[src/sv/assert_macros.svh]
// ----------------------------------------------------------------------------
// assert_macros.svh
// Assertion macros shared by the RTL; empty when SYNTH is defined.
// ----------------------------------------------------------------------------
`ifndef ASSERT_MACROS_SVH
`define ASSERT_MACROS_SVH

`ifndef SYNTH
// Property checked at every rising clock edge outside reset
`define ASSERT_PROP(lbl, clk, rstn, prop) \
  lbl: assert property (@(posedge clk) disable iff (!rstn) (prop)) \
    else $error("%m: property violated");
// Condition that must never be true outside reset
`define ASSERT_NEVER(lbl, clk, rstn, cond) \
  lbl: assert property (@(posedge clk) disable iff (!rstn) !(cond)) \
    else $error("%m: forbidden condition seen");
`else
`define ASSERT_PROP(lbl, clk, rstn, prop)
`define ASSERT_NEVER(lbl, clk, rstn, cond)
`endif

`endif

[src/sv/rtyp_pkg.sv]
`timescale 1ns / 1ps
// ----------------------------------------------------------------------------
// rtyp_pkg
// Shared types and constants of the RGB to YUYV packer.
// ----------------------------------------------------------------------------
package rtyp_pkg;

  // Frame size limits and field widths
  localparam int MaxWidth  = 4096;
  localparam int MaxHeight = 4096;
  localparam int ColW      = $clog2(MaxWidth);
  localparam int RowW      = $clog2(MaxHeight);
  localparam int CfgW      = 13;
  localparam int CfgIdxW   = 1;
  localparam int PixW      = 8;

  // Configuration register indexes and reset values
  localparam logic [CfgIdxW-1:0] RegFrameWidth  = 1'd0;
  localparam logic [CfgIdxW-1:0] RegFrameHeight = 1'd1;
  localparam logic [CfgW-1:0]    WidthReset     = 13'd640;
  localparam logic [CfgW-1:0]    HeightReset    = 13'd480;

  // What the back end does with a pixel
  typedef enum logic [1:0] {
    KIND_HOLD,
    KIND_PAIR,
    KIND_TAIL
  } pix_kind_e;

  // Classified pixel passed from front to back
  typedef struct packed {
    logic [PixW-1:0] red;
    logic [PixW-1:0] green;
    logic [PixW-1:0] blue;
    pix_kind_e       kind;
    logic            row_end;
    logic            frame_end;
  } pix_item_t;

  // Queue status seen by the top level
  typedef struct packed {
    logic full;
    logic empty;
  } q_stat_t;

endpackage

[src/sv/rtyp_front.sv]
`timescale 1ns / 1ps
// ----------------------------------------------------------------------------
// rtyp_front
// Holds the size registers and the column and row counters, and tags each
// accepted pixel as held, pair end or lone tail with its row and frame flags.
// ----------------------------------------------------------------------------
module rtyp_front (
  input  logic                          clk_i,
  input  logic                          rst_ni,
  input  logic                          cfg_we_i,
  input  logic [rtyp_pkg::CfgIdxW-1:0]  cfg_idx_i,
  input  logic [rtyp_pkg::CfgW-1:0]     cfg_wdata_i,
  input  logic                          take_i,
  input  logic [rtyp_pkg::PixW-1:0]     red_i,
  input  logic [rtyp_pkg::PixW-1:0]     green_i,
  input  logic [rtyp_pkg::PixW-1:0]     blue_i,
  output rtyp_pkg::pix_item_t           item_o
);

  logic [rtyp_pkg::CfgW-1:0] fw_q, fh_q;
  logic [rtyp_pkg::ColW-1:0] col_q, col_d;
  logic [rtyp_pkg::RowW-1:0] row_q, row_d;
  logic [rtyp_pkg::ColW:0]   w_eff;
  logic [rtyp_pkg::RowW:0]   h_eff;
  logic                      last_col, last_row, odd_col;

  // Clamp the size registers to 1..max
  always_comb begin
    if (fw_q == '0) begin
      w_eff = (rtyp_pkg::ColW+1)'(1);
    end else if (32'(fw_q) > 32'(rtyp_pkg::MaxWidth)) begin
      w_eff = (rtyp_pkg::ColW+1)'(rtyp_pkg::MaxWidth);
    end else begin
      w_eff = (rtyp_pkg::ColW+1)'(fw_q);
    end
    if (fh_q == '0) begin
      h_eff = (rtyp_pkg::RowW+1)'(1);
    end else if (32'(fh_q) > 32'(rtyp_pkg::MaxHeight)) begin
      h_eff = (rtyp_pkg::RowW+1)'(rtyp_pkg::MaxHeight);
    end else begin
      h_eff = (rtyp_pkg::RowW+1)'(fh_q);
    end
  end

  // Classify the pixel from the counters
  assign last_col = ({1'b0, col_q} + 1'b1) >= w_eff;
  assign last_row = ({1'b0, row_q} + 1'b1) >= h_eff;
  assign odd_col  = col_q[0];

  always_comb begin
    item_o.red       = red_i;
    item_o.green     = green_i;
    item_o.blue      = blue_i;
    item_o.row_end   = last_col;
    item_o.frame_end = last_col && last_row;
    if (odd_col) begin
      item_o.kind = rtyp_pkg::KIND_PAIR;
    end else if (last_col) begin
      item_o.kind = rtyp_pkg::KIND_TAIL;
    end else begin
      item_o.kind = rtyp_pkg::KIND_HOLD;
    end
  end

  // Advance the counters, wrap at row and frame end
  always_comb begin
    col_d = col_q;
    row_d = row_q;
    if (take_i) begin
      if (last_col) begin
        col_d = '0;
        row_d = last_row ? '0 : row_q + 1'b1;
      end else begin
        col_d = col_q + 1'b1;
      end
    end
  end

  always_ff @(posedge clk_i or negedge rst_ni) begin
    if (!rst_ni) begin
      fw_q  <= rtyp_pkg::WidthReset;
      fh_q  <= rtyp_pkg::HeightReset;
      col_q <= '0;
      row_q <= '0;
    end else begin
      col_q <= col_d;
      row_q <= row_d;
      if (cfg_we_i && cfg_idx_i == rtyp_pkg::RegFrameWidth) begin
        fw_q <= cfg_wdata_i;
      end
      if (cfg_we_i && cfg_idx_i == rtyp_pkg::RegFrameHeight) begin
        fh_q <= cfg_wdata_i;
      end
    end
  end

endmodule

[src/sv/rtyp_queue.sv]
`timescale 1ns / 1ps
// ----------------------------------------------------------------------------
// rtyp_queue
// Two-entry queue of classified pixels between front and back end.
// ----------------------------------------------------------------------------
module rtyp_queue (
  input  logic                clk_i,
  input  logic                rst_ni,
  input  logic                push_i,
  input  rtyp_pkg::pix_item_t item_i,
  input  logic                pop_i,
  output rtyp_pkg::pix_item_t item_o,
  output rtyp_pkg::q_stat_t   stat_o
);

  rtyp_pkg::pix_item_t slot_q [2];
  logic                wr_ptr_q, rd_ptr_q;
  logic [1:0]          count_q, count_d;

  assign stat_o.full  = (count_q == 2'd2);
  assign stat_o.empty = (count_q == 2'd0);
  assign item_o       = slot_q[rd_ptr_q];

  // Track fill level
  always_comb begin
    count_d = count_q;
    if (push_i && !pop_i) begin
      count_d = count_q + 2'd1;
    end else if (pop_i && !push_i) begin
      count_d = count_q - 2'd1;
    end
  end

  always_ff @(posedge clk_i or negedge rst_ni) begin
    if (!rst_ni) begin
      wr_ptr_q <= 1'b0;
      rd_ptr_q <= 1'b0;
      count_q  <= 2'd0;
    end else begin
      count_q <= count_d;
      if (push_i) begin
        wr_ptr_q <= ~wr_ptr_q;
      end
      if (pop_i) begin
        rd_ptr_q <= ~rd_ptr_q;
      end
    end
  end

  // Store payload
  always_ff @(posedge clk_i) begin
    if (push_i) begin
      slot_q[wr_ptr_q] <= item_i;
    end
  end

endmodule

[src/sv/rtyp_back.sv]
`timescale 1ns / 1ps
// ----------------------------------------------------------------------------
// rtyp_back
// Converts RGB to Y, U, V in one stage, then packs pairs or lone tails into
// YUYV words in the output register.
// ----------------------------------------------------------------------------
module rtyp_back (
  input  logic                          clk_i,
  input  logic                          rst_ni,
  input  logic                          valid_i,
  input  rtyp_pkg::pix_item_t           item_i,
  output logic                          pop_o,
  output logic                          out_valid_o,
  input  logic                          out_stall_i,
  output logic [rtyp_pkg::PixW-1:0]     luma_first_o,
  output logic [rtyp_pkg::PixW-1:0]     chroma_u_o,
  output logic [rtyp_pkg::PixW-1:0]     luma_second_o,
  output logic [rtyp_pkg::PixW-1:0]     chroma_v_o,
  output logic                          row_end_o,
  output logic                          frame_end_o
);

  // Take bits 15:8 of a weighted sum, limited to 0..255
  function automatic logic [7:0] clamp_sum(input logic signed [17:0] s);
    if (s < 0) begin
      return 8'd0;
    end else if (s[17:16] != 2'b00) begin
      return 8'hFF;
    end else begin
      return s[15:8];
    end
  endfunction

  logic signed [17:0] re, ge, be;
  logic signed [17:0] ys, us, vs;

  logic                a_valid_q;
  logic [7:0]          a_y_q, a_u_q, a_v_q;
  rtyp_pkg::pix_kind_e a_kind_q;
  logic                a_row_end_q, a_frame_end_q;

  logic [7:0] held_y_q, held_u_q, held_v_q;
  logic       out_valid_q, out_valid_d;
  logic [7:0] lf_d, cu_d, ls_d, cv_d;
  logic [8:0] u_sum, v_sum;
  logic       ready_b, ready_a;

  // Stage handshake
  assign ready_b = !out_valid_q || !out_stall_i;
  assign ready_a = !a_valid_q || ready_b;
  assign pop_o   = valid_i && ready_a;

  // Weighted sums of the color components
  assign re = $signed({10'd0, item_i.red});
  assign ge = $signed({10'd0, item_i.green});
  assign be = $signed({10'd0, item_i.blue});
  assign ys = 18'sd77 * re + 18'sd150 * ge + 18'sd29 * be;
  assign us = 18'sd32768 + 18'sd128 * be - 18'sd43 * re - 18'sd85 * ge;
  assign vs = 18'sd32768 + 18'sd128 * re - 18'sd107 * ge - 18'sd21 * be;

  // Register converted pixel
  always_ff @(posedge clk_i or negedge rst_ni) begin
    if (!rst_ni) begin
      a_valid_q <= 1'b0;
    end else if (ready_a) begin
      a_valid_q <= valid_i;
    end
  end

  always_ff @(posedge clk_i) begin
    if (pop_o) begin
      a_y_q         <= clamp_sum(ys);
      a_u_q         <= clamp_sum(us);
      a_v_q         <= clamp_sum(vs);
      a_kind_q      <= item_i.kind;
      a_row_end_q   <= item_i.row_end;
      a_frame_end_q <= item_i.frame_end;
    end
  end

  // Pack the output word
  assign u_sum = {1'b0, held_u_q} + {1'b0, a_u_q};
  assign v_sum = {1'b0, held_v_q} + {1'b0, a_v_q};

  always_comb begin
    out_valid_d = 1'b0;
    lf_d        = a_y_q;
    cu_d        = a_u_q;
    ls_d        = a_y_q;
    cv_d        = a_v_q;
    case (a_kind_q)
      rtyp_pkg::KIND_PAIR: begin
        out_valid_d = a_valid_q;
        lf_d        = held_y_q;
        cu_d        = u_sum[8:1];
        cv_d        = v_sum[8:1];
      end
      rtyp_pkg::KIND_TAIL: begin
        out_valid_d = a_valid_q;
      end
      rtyp_pkg::KIND_HOLD: begin
        out_valid_d = 1'b0;
      end
      default: begin
        out_valid_d = 1'b0;
      end
    endcase
  end

  always_ff @(posedge clk_i or negedge rst_ni) begin
    if (!rst_ni) begin
      out_valid_q <= 1'b0;
      held_y_q    <= '0;
      held_u_q    <= '0;
      held_v_q    <= '0;
    end else if (ready_b) begin
      out_valid_q <= out_valid_d;
      if (a_valid_q && a_kind_q == rtyp_pkg::KIND_HOLD) begin
        held_y_q <= a_y_q;
        held_u_q <= a_u_q;
        held_v_q <= a_v_q;
      end
    end
  end

  always_ff @(posedge clk_i) begin
    if (ready_b && out_valid_d) begin
      luma_first_o  <= lf_d;
      chroma_u_o    <= cu_d;
      luma_second_o <= ls_d;
      chroma_v_o    <= cv_d;
      row_end_o     <= a_row_end_q;
      frame_end_o   <= a_frame_end_q;
    end
  end

  assign out_valid_o = out_valid_q;

endmodule

[src/sv/rgb_to_yuyv_packer.sv]
`timescale 1ns / 1ps
// ----------------------------------------------------------------------------
// rgb_to_yuyv_packer
// RGB888 pixels in raster order in, YUYV 4:2:2 words out.
//
// Input channel: one pixel (red_i, green_i, blue_i) per transaction, taken
// when in_valid_i is high and in_stall_o is low. Output channel: one YUYV
// word per pixel pair, or per lone last pixel of an odd-width row, with
// row_end_o and frame_end_o, taken when out_valid_o is high and out_stall_i
// is low. Sizes are written through cfg_we_i / cfg_idx_i / cfg_wdata_i; the
// user writes them only while the block is idle, which the block does not
// enforce; counters are kept across such writes. The block takes one pixel
// per clock unless the receiver stalls: the front end classifies, a
// two-entry queue decouples it from a two-stage back end (convert, then
// pack). When the receiver stalls, the output register holds its word, the
// back end fills, then the queue fills and in_stall_o rises. Reset clears
// counters, held pixel and queue; sizes return to 640 x 480.
// ----------------------------------------------------------------------------
`include "assert_macros.svh"

module rgb_to_yuyv_packer (
  input  logic                          clk_i,
  input  logic                          rst_ni,
  input  logic                          cfg_we_i,
  input  logic [rtyp_pkg::CfgIdxW-1:0]  cfg_idx_i,
  input  logic [rtyp_pkg::CfgW-1:0]     cfg_wdata_i,
  input  logic                          in_valid_i,
  output logic                          in_stall_o,
  input  logic [rtyp_pkg::PixW-1:0]     red_i,
  input  logic [rtyp_pkg::PixW-1:0]     green_i,
  input  logic [rtyp_pkg::PixW-1:0]     blue_i,
  output logic                          out_valid_o,
  input  logic                          out_stall_i,
  output logic [rtyp_pkg::PixW-1:0]     luma_first_o,
  output logic [rtyp_pkg::PixW-1:0]     chroma_u_o,
  output logic [rtyp_pkg::PixW-1:0]     luma_second_o,
  output logic [rtyp_pkg::PixW-1:0]     chroma_v_o,
  output logic                          row_end_o,
  output logic                          frame_end_o
);

  rtyp_pkg::pix_item_t front_item, q_item;
  rtyp_pkg::q_stat_t   q_stat;
  logic                take, pop;

  // Accept while the queue has room
  assign in_stall_o = q_stat.full;
  assign take       = in_valid_i && !q_stat.full;

  rtyp_front u_front (
    .clk_i       (clk_i),
    .rst_ni      (rst_ni),
    .cfg_we_i    (cfg_we_i),
    .cfg_idx_i   (cfg_idx_i),
    .cfg_wdata_i (cfg_wdata_i),
    .take_i      (take),
    .red_i       (red_i),
    .green_i     (green_i),
    .blue_i      (blue_i),
    .item_o      (front_item)
  );

  rtyp_queue u_queue (
    .clk_i  (clk_i),
    .rst_ni (rst_ni),
    .push_i (take),
    .item_i (front_item),
    .pop_i  (pop),
    .item_o (q_item),
    .stat_o (q_stat)
  );

  rtyp_back u_back (
    .clk_i         (clk_i),
    .rst_ni        (rst_ni),
    .valid_i       (!q_stat.empty),
    .item_i        (q_item),
    .pop_o         (pop),
    .out_valid_o   (out_valid_o),
    .out_stall_i   (out_stall_i),
    .luma_first_o  (luma_first_o),
    .chroma_u_o    (chroma_u_o),
    .luma_second_o (luma_second_o),
    .chroma_v_o    (chroma_v_o),
    .row_end_o     (row_end_o),
    .frame_end_o   (frame_end_o)
  );

  // Frame end is a row end; queue never full and empty, never popped empty
  `ASSERT_PROP(a_frame_in_row, clk_i, rst_ni, out_valid_o |-> (!frame_end_o || row_end_o))
  `ASSERT_NEVER(a_queue_stat, clk_i, rst_ni, q_stat.full && q_stat.empty)
  `ASSERT_NEVER(a_pop_empty, clk_i, rst_ni, pop && q_stat.empty)

endmodule

[config.mk]
export PLATFORM = sky130hd
export DESIGN_NAME = rgb_to_yuyv_packer
export DESIGN_NICKNAME = d
export VERILOG_FILES = /design/src/sv/rtyp_pkg.sv /design/src/sv/rtyp_front.sv /design/src/sv/rtyp_queue.sv /design/src/sv/rtyp_back.sv /design/src/sv/rgb_to_yuyv_packer.sv
export VERILOG_INCLUDE_DIRS = /design/src /design/src/sv
export SDC_FILE = /design/constraint.sdc
export NUM_CORES = 1
export LEC_CHECK = 0
export BUFFER_PORTS_ARGS = -buffer_cell sky130_fd_sc_hd__buf_2
export CAP_MARGIN = 10
export CORE_MARGIN = 4
export CORE_UTILIZATION = 30
export DETAILED_ROUTE_END_ITERATION = 7
export GPL_ROUTABILITY_DRIVEN = 1
export PLACE_DENSITY_LB_ADDON = 0.05
export SLEW_MARGIN = 20
export SYNTH_ARGS = -nofsm -noshare
export SYNTH_HDL_FRONTEND = slang
export SYNTH_SLANG_ARGS = --single-unit
[constraint.sdc]
create_clock -name clk_i -period 9.7 [get_ports clk_i]
set_input_delay 0.485 -clock clk_i [delete_from_list [all_inputs] [get_ports clk_i]]
set_output_delay 0.485 -clock clk_i [all_outputs]
set_load 0.03 [all_outputs]
# Word level (Yosys, flattened, before mapping)
# Memory sizes are Yosys's and may differ from the RTL's.
# Index checks and enable logic that the tools add are counted.
# word_totals
ff_bits,142
memories,1
ram_bits,56
output_inout_bits,36
input_bits,43
# mem_list
name,words,word_bits,rd,rd_ports_with_merged_regs,write_ports,line_no,source
u_queue.slot_q,2,28,1,0,1,rtyp_queue.sv:16,rtyp_pkg::pix_item_t slot_q [2];
# op_classes
multipliers,7
add_sub_neg,16
reduce_logical,29
muxes,19
order_cmp,7
n_eq_ne,3
bitwise_logic,3
# op_table
operator,count
$mul 7x8->15 const A,4
$lt 18x1->1 const B,3
$mux 13,4
$mux 8,6
$sub 18x18->18,2
$add 16x15->17 const A,2
$add 12x1->13 const B,2
$ge 13x13->1,2
$gt 13x13->1 const B,2
$logic_not 13->1,2
$mul 5x8->13 const A,2
$add 12x1->12 const B,2
$mux 12,2
$add 18x14->18,1
$add 18x18->18,1
$add 8x8->9,2
$sub 18x14->18,1
$sub 18x16->18,1
$mul 6x8->14 const A,1
$logic_and 1x1->1,9
$mux 2,4
$reduce_bool 2->1,4
$logic_not 1->1,7
$eq 2x2->1 const B,2
other kinds (9),16

# Depth between registers and ports, before layout
# depth
ltp_word,7
ltp_mapped,27
depth_no_buf,25

# By module
# A second synthesis with hierarchy kept.
# hier_totals
cells_unflattened,1549
area_unflattened_um2,17189.0
# modules_own_cells
mod,area_per_inst_um2,n_inst,cells_each
rtyp_back,11576.1,1,1105
rtyp_front,3340.7,1,339
rtyp_queue,2254.7,1,103
rgb_to_yuyv_packer,17.5,1,2

# Worst setup path before layout
# OpenSTA, ideal clock, no wires.
# synth_timing
path_type,register to register
from,reg u_queue.rd_ptr_q
to,reg u_back.a_v_q[5] (data pin)
stages_incl_launch_ff,25
setup_ns,0.255
path_buffers,2
slack_ns,2.638
arrival_time_ns,6.807
period_less_slack_ns,7.062
cell_sequence,dfrtp_1 -> buf_2 -> buf_1 -> mux2i_1 -> inv_1 -> ha_1 -> fa_1 -> fa_1 -> inv_1 -> fa_1 -> inv_1 -> ha_1 -> or3_1 -> a311o_1 -> a31oi_2 -> xnor2_1 -> fa_1 -> inv_1 -> ha_1 -> and2_1 -> a221o_1 -> a31o_2 -> a311o_1 -> nand3_1 -> nor2_1
# synth_between
elab_chain_len,6
elab_cells_between_ends,9
# synth_rtl
item,line_no,source
start: declaration,rtyp_queue.sv:17,"logic wr_ptr_q, rd_ptr_q;"
start signal: assignment,rtyp_queue.sv:45,rd_ptr_q <= ~rd_ptr_q;
$mem_v2 2x28 (*),--,
$mul 7x8->15 or $add 16x15->17 (tied branches),rtyp_back.sv:59,assign vs = 18'sd32768 + 18'sd128 * re - 18'sd107 * ge - 18'sd21 * be;
$sub 18x18->18,rtyp_back.sv:59,
$sub 18x14->18 (*),rtyp_back.sv:59,
"parallel branches: the longest is 2 deep, another holds $lt 18x1->1",--,
end signal: assignment,rtyp_back.sv:74,a_v_q <= clamp_sum(vs);
end: declaration,rtyp_back.sv:38,"logic [7:0] a_y_q, a_u_q, a_v_q;"
# Mark *: on every way between the ends.
# A chain may end at the register's enable or synchronous reset.

# Final worst setup path
# Same ends and word-level chain as after synthesis.

==> flow_metrics.env <==
export IMPL_drc_errors=0
export IMPL_worst_r2r_setup_slack_ps=2240
export IMPL_antenna_diode_count=0
export IMPL_floorplan_die_area_um2=62370
export IMPL_cp_data_required_time_ps=9950
export IMPL_finalWeightedCongestion=0.8190
export IMPL_crit_path_cell_trace="mux2i_1 > inv_1 > ha_1 > fa_1 > fa_1 > inv_1 > fa_1 > inv_1 > ha_1 > or3_1 > a311o_1 > a31oi_2 > xnor2_1 > fa_1 > inv_1 > ha_1 > and2_1 > a221o_1 > a31o_2 > a311o_1 > nand3_1 > nor2_1"
export IMPL_floorplan_rows=88
export IMPL_synthCells=1651
export IMPL_post_synth_main_area_contributors="sky130_fd_sc_hd__ha_1 (22%), sky130_fd_sc_hd__edfxtp_1 (20%), sky130_fd_sc_hd__dfrtp_1 (11%)"
export IMPL_worstPathMaxFanout=17
export IMPL_crit_type="register to register"
export IMPL_synth_enable_flop_cells=118
export IMPL_synth_ff_type="sky130_fd_sc_hd__edfxtp_1"
export IMPL_ioPinCount=79
export IMPL_worst_hold_path_type="input pin to register"
export IMPL_gr_usage_all_layers=0.1427
export IMPL_worstHoldPathCells=1
export IMPL_fillCellCount=5885
export IMPL_max_slew_worst_pin_slew_ps=897.8
export IMPL_port_buffers=78
export IMPL_dpl_cell_area_um2=18930
export IMPL_final_seq_area_um2=5554
export IMPL_cts_root_buffer_cell="sky130_fd_sc_hd__clkbuf_16"
export IMPL_hp_start="blue_i[4]"
export IMPL_critPathSlowestCell="sky130_fd_sc_hd__mux2i_1"
export IMPL_cts_h_tree_lvls=4
export IMPL_ant_nets=0
export IMPL_layout_drive_gt1_share=0.1344
export IMPL_postCtsSetupBuffers=0
export IMPL_drt_iter0_drcs=433
export IMPL_routed_via_density=4.655
export IMPL_initial_utilization=0.3033
export IMPL_clkTransAtPathRegs_ps=80
export IMPL_cts_sinks=198
export IMPL_critPathLaunchType="register"
export IMPL_timing_max_transition_violations_final=0
export IMPL_finalCriticalPeriod_ps=7464
export IMPL_critical_path_max_stage_delay_ps=690
export IMPL_final_net_count=2175
export IMPL_seq_area_frac_synth=0.3167
export IMPL_holdPathEnd="u_queue.slot_q[1][8]"
export IMPL_setup_viol=0
export IMPL_multiInputGateArea_um2=10980
export IMPL_ys_async_sr_fraction=0.4040
export IMPL_crit_path_end_kind="register"
export IMPL_maxCapViolations=0
export IMPL_critical_path_top_delay_family="adder cells"
export IMPL_hold_vio_cnt_final=0
export IMPL_number_of_global_route_vias_before_repair=12228
export IMPL_timing_setup_tns_ps=0
export IMPL_path_buf_inv=4
export IMPL_postSynthRegisterBits=198
export IMPL_post_route_period_util=0.7694
export IMPL_achievable_frequency_mhz=134.0
export IMPL_grt_first_pass_wirelength_mm=68.95
export IMPL_synthDominantAreaCellType="sky130_fd_sc_hd__ha_1"
export IMPL_synth_area_um2=17530
export IMPL_max_slew_margin=0.3844
export IMPL_worstReg2RegStart="u_queue.rd_ptr_q"
export IMPL_routedWlPerCell_um=16.96
export IMPL_totalWireLength_mm=42.76
export IMPL_design_area_um2=19580
export IMPL_synth_top_cell_area_share=0.2177
export IMPL_clk_path_buf_depth=2
export IMPL_die_boundary_height_um=249.7
export IMPL_drt_pre_antenna_iters=4
export IMPL_numCtsBuffers=17
export IMPL_dp_final_hpwl_mm=35.39
export IMPL_mappedNetlistNets=2083
export IMPL_ys_warn_count=0
export IMPL_global_route_overflow_total=0
export IMPL_worstRegToRegCells=22
export IMPL_yosysUniqueCellTypes=77
export IMPL_rsz_0062_raised_after_global_routing="false"
export IMPL_cts_tree="yes"
export IMPL_arrival_time_of_data_at_the_critical_path_endpoint_ps=7710
export IMPL_reg2reg_to="u_back.a_v_q[5]"
export IMPL_antenna_violations_before_repair=0
export IMPL_final_common_cell="sky130_fd_sc_hd__ha_1"
export IMPL_insertion_delay_ps=500
export IMPL_placeableCoreArea_um2=57810
export IMPL_synth_area_per_cell_um2=10.62
export IMPL_width_of_the_die_um=249.7
export IMPL_detailroute_via_count=11735
export IMPL_grt_max_degree=68
export IMPL_area_delta_synth_final_pct=11.70
export IMPL_timing_clock_skew_ps=17.16
export IMPL_run_status="finished, final reports clean"
export IMPL_layout_common_cells="sky130_fd_sc_hd__ha_1 (305), sky130_fd_sc_hd__inv_1 (241), sky130_fd_sc_hd__edfxtp_1 (118)"
## flip-flops by register name (all words and copies together) (netlist names), 12 cells and up
| register | cells |
|---|---|
| u_front.col_q | 12 |
| u_front.fh_q | 13 |
| u_front.fw_q | 13 |
| u_front.row_q | 12 |
| u_queue.slot_q | 56 |
## logic make-up (layout without fill, tap and decap cells)
logic type / after synthesis / after routing / share of synthesized area
AND/OR/NAND/NOR: 333 / 333 / 0.09356
buffers and inverters: 267 / 372 / 0.05809
multiplexers: 94 / 94 / 0.05881
adder cells (fa/ha/maj): 389 / 389 / 0.3136
AO/OA/AOI/OAI: 263 / 263 / 0.1058
flip-flops: 198 / 198 / 0.3167
XOR/XNOR: 107 / 107 / 0.05345
## per-layer routing
metal / global-route usage / routed length, um / vias up
met1: 0.1978 / 21500 / 5623
met2: 0.2297 / 19550 / 102
met3: 0.02907 / 1069 / 32
li1: - / - / 5978
met4: 0.03443 / 635 / 0
met5: 0 / 0 / -
## stage by stage
stage / cells / hold WS (ps) / setup slack, ps / util
finish: 2521 / 167.4 / 2236 / 0.3388
floorplan: 1651 / 189.4 / 2638 / -
detailed placement: 2487 / 372.7 / 2134 / 0.3275
CTS: 2520 / 106.6 / 2087 / 0.3383
global route: 2521 / 122.1 / 1747 / 0.3388
global placement: 2487 / 367.9 / 2281 / 0.3274
## worst max path at each step
stage	start	endpoint	slack, ps	cells past startpoint
2_1_floorplan	u_queue.rd_ptr_q	u_back.a_v_q[5]	2640	24
6_report	u_queue.rd_ptr_q	u_back.a_v_q[5]	2240	22
4_1_cts	u_queue.rd_ptr_q	u_back.a_v_q[5]	2090	22
3_3_place_gp	u_queue.rd_ptr_q	u_back.a_v_q[5]	2280	22
3_5_place_dp	u_queue.rd_ptr_q	u_back.a_v_q[0]	2130	22
5_1_grt	u_queue.rd_ptr_q	u_back.a_v_q[1]	1750	22
## cell usage after synthesis, drive strengths merged (3+ instances only)
master and count:
a2111oi 8, a211o 3, a211oi 7, a21boi 8, a21o 30, a21oi 65
a221o 4, a22o 14, a311o 5, a31o 4, a31oi 9, and2 10
and3 21, buf 8, clkbuf 17, dfrtp 74, dfstp 6, edfxtp 118
fa 84, ha 305, inv 241, mux2 72, mux2i 22, nand2 88
nand2b 12, nand3 30, nand4 6, nor2 79, nor2b 22, nor3 32
nor3b 3, nor4 10, o211ai 6, o21a 11, o21ai 57, o21bai 7
o311ai 3, o31ai 7, o41ai 4, or3 5, or4 3, xnor2 61
xor2 46
## layout make-up
class | count | area share
clock buffer | 17 | 0.02172
clock inverter | 15 | 0.009647
inverter | 242 | 0.04638
multi-input combinational | 1186 | 0.5609
sequential | 198 | 0.2836
tap | 765 | 0.04888
timing repair buffer | 98 | 0.02888
## timing repair
item                      4_1_cts  5_1_grt
gates resized for setup         0        0
hold endpoints to repair       13        0
hold buffers                    1        0
Power is not shown: default switching activity piles up to over one toggle a cycle in this logic, so the estimate is an artifact.
